==> src/hw/rtl/twil_pkg.sv <==
// -----------------------------------------------------------------------------
// twil_pkg
// Types, sizes and the character-to-symbol map of the trie dictionary.
// -----------------------------------------------------------------------------
`default_nettype none

package twil_pkg;

   localparam int NODE_COUNT   = 1024;
   localparam int SYMBOL_SLOTS = 28;
   localparam int NODE_W       = $clog2(NODE_COUNT);
   localparam int FREE_W       = NODE_W + 1;
   localparam int LINK_DEPTH   = NODE_COUNT * SYMBOL_SLOTS;
   localparam int LINK_AW      = $clog2(LINK_DEPTH);
   localparam int SYM_W        = 5;
   localparam int WORD_W       = 10;

   localparam logic [WORD_W-1:0] WORD_MAX = 10'd1023;

   localparam logic [7:0] CHAR_APOS    = 8'd39;
   localparam logic [7:0] LOWER_BASE   = 8'd96;
   localparam logic [7:0] LOWER_END    = 8'd123;
   localparam logic [7:0] UPPER_BASE   = 8'd64;
   localparam logic [7:0] UPPER_END    = 8'd91;
   localparam logic [SYM_W-1:0] SYM_APOS = 5'd27;
   localparam logic [SYM_W-1:0] SYM_END  = 5'd0;

   localparam logic ACT_CHECK = 1'b0;
   localparam logic ACT_LOAD  = 1'b1;

   typedef struct packed {
      logic       action;
      logic [7:0] char_code;
   } req_type;

   typedef struct packed {
      logic              found;
      logic [WORD_W-1:0] word_total;
      logic              pool_full;
      logic              was_load;
   } rsp_type;

   typedef struct packed {
      logic               link_re;
      logic               link_we;
      logic [LINK_AW-1:0] link_addr;
      logic [NODE_W-1:0]  link_wdata;
      logic               mark_re;
      logic               mark_we;
      logic [NODE_W-1:0]  mark_addr;
   } mem_req_type;

   typedef struct packed {
      logic               busy;
      logic [LINK_AW-1:0] addr;
   } clr_type;

   function automatic logic [SYM_W-1:0] symbol_of(input logic [7:0] c);
      logic [7:0] d;
      d = 8'd0;
      if (c == CHAR_APOS) begin
         d = {3'd0, SYM_APOS};
      end else if (c > LOWER_BASE && c < LOWER_END) begin
         d = c - LOWER_BASE;
      end else if (c > UPPER_BASE && c < UPPER_END) begin
         d = c - UPPER_BASE;
      end
      return d[SYM_W-1:0];
   endfunction

endpackage

`default_nettype wire

==> src/hw/rtl/twil_clear.sv <==
// -----------------------------------------------------------------------------
// twil_clear
// Post-reset sweep that zeroes the link and end-mark memories.
// -----------------------------------------------------------------------------
`default_nettype none

module twil_clear
   import twil_pkg::*;
(
   input  wire logic clock,
   input  wire logic reset,
   output clr_type   clr
);

   logic [LINK_AW-1:0] cnt_ff, cnt_in;
   logic               busy_ff, busy_in;

   always_comb begin
      cnt_in  = cnt_ff;
      busy_in = busy_ff;
      if (busy_ff) begin
         cnt_in = cnt_ff + LINK_AW'(1);
         if (cnt_ff == LINK_AW'(LINK_DEPTH - 1)) begin
            busy_in = 1'b0;
         end
      end
   end

   always_ff @(posedge clock) begin
      if (reset) begin
         cnt_ff  <= '0;
         busy_ff <= 1'b1;
      end else begin
         cnt_ff  <= cnt_in;
         busy_ff <= busy_in;
      end
   end

   assign clr.busy = busy_ff;
   assign clr.addr = cnt_ff;

endmodule

`default_nettype wire

==> config.mk <==
export PLATFORM = sky130hd
export DESIGN_NAME = twil_clear
export DESIGN_NICKNAME = d
export VERILOG_FILES = /design/src/hw/rtl/twil_pkg.sv /design/src/hw/rtl/twil_clear.sv
export SDC_FILE = /design/constraint.sdc
export NUM_CORES = 1
export LEC_CHECK = 0
export ABC_AREA = 0
export BUFFER_PORTS_ARGS = -buffer_cell sky130_fd_sc_hd__buf_2
export CAP_MARGIN = 20
export CORE_UTILIZATION = 45
export CTS_BUF_LIST = sky130_fd_sc_hd__clkbuf_8
export CTS_CLUSTER_DIAMETER = 100
export CTS_CLUSTER_SIZE = 25
export DETAILED_ROUTE_END_ITERATION = 6
export PLACE_DENSITY = 0.69
export SLEW_MARGIN = 10
export SYNTH_ARGS = -nofsm -noshare
export SYNTH_HDL_FRONTEND = slang
export SYNTH_SLANG_ARGS = --single-unit
==> constraint.sdc <==
create_clock -name clock -period 2.41 [get_ports clock]
set_clock_uncertainty 0.1 [all_clocks]
set_input_delay 0.3615 -clock clock [delete_from_list [all_inputs] [get_ports clock]]
set_output_delay 0.3615 -clock clock [all_outputs]
set_load 0.01 [all_outputs]
### After elaboration in Yosys (flattened, before gate mapping)

Cells that the tools add are included.

| storage, ports and cells | value |
|---|---|
| register bits after elaboration | 16 |

| operators by class | value |
|---|---|
| add/sub/neg operators | 1 |
| eq/ne operators | 1 |
| muxes and demuxes | 2 |

Operator list:

| kind | number |
|---|---|
| 15-bit by 1-bit adder with 15-bit output, second input constant | 1 |
| 15-bit equality test, second input constant | 1 |
| 1-bit 2-to-1 mux | 2 |

### Longest topological paths before layout

| logic depth | value |
|---|---|
| word-level depth | 3 |
| depth in mapped cells | 4 |

### Least setup slack after synthesis

No wires, ideal clock.

| path | value |
|---|---|
| path type | register to register |
| start point | register cnt_ff[0] |
| end point | register cnt_ff[12] |
| setup time | 0.123 ns |
| data arrival time | 1.378 ns |
| required time | 2.187 ns |
| setup slack | 0.809 ns |
| stages on the path, launching flop included | 5 |
| buffers on the path | 0 |
| period minus slack after synthesis | 1.601 ns |
| path through | dfxtp_1 -> ha_1 -> inv_1 -> nor4_1 -> mux2_1 |

| on the way | value |
|---|---|
| longest elaborated chain between the ends | 1 |

Ends and longest elaborated chain:

| what | RTL line | RTL |
|---|---|---|
| from (decl) | twil_clear.sv:15 | `logic [LINK_AW-1:0] cnt_ff, cnt_in;` |
| from (signal assigned) | twil_clear.sv:34 | `cnt_ff <= cnt_in;` |
| 15-bit by 1-bit adder with 15-bit output | twil_clear.sv:22 | `cnt_in = cnt_ff + LINK_AW'(1);` |

No other way between the ends.
A chain may end at the register's enable or synchronous reset.

==> run_results.csv <==
group,metric,value,unit
clock_network,cts_inserted_buffers,3,
worst_setup_path,cp.arrival,1910,ps
cells_and_area,nNetsFinal,108,
clock_network,holdBufCountCts,0,
synth,syn_nets,91,
route,vias_per_cell,5.748,
synth,yosysMostFrequentCell,"dfxtp_1",
clock_network,post-cts-setup-buffers,0,
cells_and_area,fin_cells,119,
route,wl_met3,40,um
synth,synth-seq-cells,16,
worst_setup_path,worstSetupPathType,"reg2reg",
cells_and_area,fill_cells,152,
die,die-area,1885,um^2
sta,worst_pin_slew,394.7,ps
global_route,grt_pass1_vias,585,
cells_and_area,diodes,0,
synth,yosysTopAreaCellShare,0.4149,
synth,synth.distinct_cells,28,
synth,ys_seq_area_frac,0.4149,
clock_network,cts_resized,0,
die,dieWidth,43.42,um
synth,netlist_instances,88,
route,drt-pass1-iter-count,4,
placement,io_buffers,17,
route,wl_met1,806,um
synth,async_reset_ff_frac,0,
sta,slew_headroom,0.7365,
sta,timing.hold.ws,403.3,ps
global_route,gr-usage-all-layers,0.1887,
sta,timing.final.crit_share,0.7791,
min_path,hold_depth,2,
route,initialDrtViolationCount,5,
route,ant_nets,0,
clock_network,cts_tree,"yes",
die,placeableCoreArea,1559,um^2
synth,synth_edf_count,0,
die,initial_core_util,0.4952,
clock_network,cts_buffer_depth,2,
global_route,antenna_found_initial,0,
sta,setup_tns,0,ps
placement,placedCellCount,116,
route,top_layer,"met4",
sta,setup_viol,0,
synth,ys_warn_count,0,
power_and_ir_drop,p_leak,0.3684,nW
synth,synth_common_cells,"dfxtp_1, nor2_1, nand2_1",
cells_and_area,drive_gt1_frac,0.2427,
worst_setup_path,start_kind,"flop",
global_route,grt_start_max_net_pins,22,
clock_network,clock-root-buffer,"clkbuf_8",
route,route.met2.wl,673,um
placement,gp_congestion,0.8081,
placement,dp_slack,531.1,ps
worst_setup_path,path_max_fanout,11,
worst_setup_path,cp-end-kind,"flop",
sta,fmax,0.5326,GHz
global_route,grt-ovfl-total,0,
outcome,status,"complete, no violations",
route,routedWlPerCell,12.93,um
sta,grt_setup_unrepaired,"no",
job,drv_cap,0,
clock_network,numClockSinks,16,
sta,worst_slack,532.4,ps
sta,finalCriticalPeriod,1878,ps
die,rows,14,
min_path,hold_class,"in2reg",
sta,hold_viol,0,
die,io_pins,18,
synth,avgSynthCellArea,8.773,um^2
clock_network,clkTransAtPathRegs,60,ps
sta,drv_slew,0,
clock_network,htree_levels,1,
route,drc_errors,0,
power_and_ir_drop,vdd_ir_drop_max,0.3023,mV
synth,ys_top_cells_by_area,"dfxtp_1, nor2_1, mux2_2",
global_route,grt_pass1_wl,2711,um
worst_setup_path,required,2440,ps
synth,synth-main-ff-cell,"dfxtp_1",
placement,dpl.hpwl,1096,um
synth,post-synth-top-area-cell,"dfxtp_1",
clock_network,clk_latency,240,ps
cells_and_area,areaGrowthSynthToFinish,14.59,%
die,die_h,43.42,um
route,routed_wl,1539,um
power_and_ir_drop,p_per_area,556.3,nW/um^2
route,num_vias,684,
worst_setup_path,r2r_cells,3,
synth,syn_area,772.0,um^2
cell families (layout without fill, tap and decap cells):
group,Yosys count,after routing,share of synthesized area
muxes,6,6,0.08428
DFF,16,16,0.4149
xor gates and xnor gates,4,4,0.04539
buffers and inverters,8,23,0.05834
AOI/OAI and AO/OA,11,11,0.08266
adders and majority gates,1,1,0.01620
and+or+nand+nor,42,42,0.2982
area by class of cell:
type                    count  area [um^2]  share of cell area
well taps                  16        20.02             0.02263
repair buffers             17        85.08             0.09618
multi-input cells          64        406.6              0.4597
flip-flops and latches     16        320.3              0.3621
inverters                   3        11.26             0.01273
clock buffers               3        41.29             0.04668
sequential cells by signal, indices dropped and copies added (netlist names):
name and cells:
busy_ff 1, cnt_ff 15
path summary, 6_finish.rpt:
path | slack, ps | from | to
worst min register to register | 430 | cnt_ff[5]$_SDFFE_PP0P_ | cnt_ff[5]$_SDFFE_PP0P_
worst max-delay path | 530 | busy_ff$_SDFF_PP1_ | cnt_ff[14]$_SDFFE_PP0P_
worst min-delay path | 400 | reset | cnt_ff[2]$_SDFFE_PP0P_
worst max register to register | 530 | busy_ff$_SDFF_PP1_ | cnt_ff[14]$_SDFFE_PP0P_
power by group:
group	internal [mW]	switching [mW]
Clock	0.110	0.0796
Sequential	0.269	0.00589
Combinational	0.0102	0.0169
per-layer routing:
metal | track usage | up-vias
met5 | 0 | -
met4 | 0.09375 | 0
met3 | 0.02500 | 2
met2 | 0.2606 | 10
met1 | 0.2857 | 327
li1 | - | 345
critical path: stages (launching register included):
cell and delay (ps):
dfxtp_1 560, nand4_1 340, nor4_1 400, mux2_2 370
placed cells by master (no fill, tap or decap), types with 2 or more instances in the layout:
cell type	instances
or4_1	3
nand2_1	6
xor2_1	3
a21oi_1	5
buf_2	17
nor2_1	11
mux2i_1	2
inv_1	3
nor4_1	5
or3_1	2
clkbuf_8	3
nor2b_1	4
dfxtp_1	16
o31ai_1	3
nand4_1	5
o21ai_0	2
mux2_2	3
through the flow:
| stage | utilization | total power, mW | area, um^2 |
|---|---|---|---|
| 2_1_floorplan | - | 0.2987 | 772.0 |
| 3_3_place_gp | 0.5409 | 0.3071 | 843.3 |
| 3_5_place_dp | 0.5409 | 0.3081 | 843.3 |
| 4_1_cts | 0.5674 | 0.4995 | 884.6 |
| 5_1_grt | 0.5674 | 0.5153 | 884.6 |
| 6_report | 0.5674 | 0.4921 | 884.6 |
(Power assumes the default switching activity.)
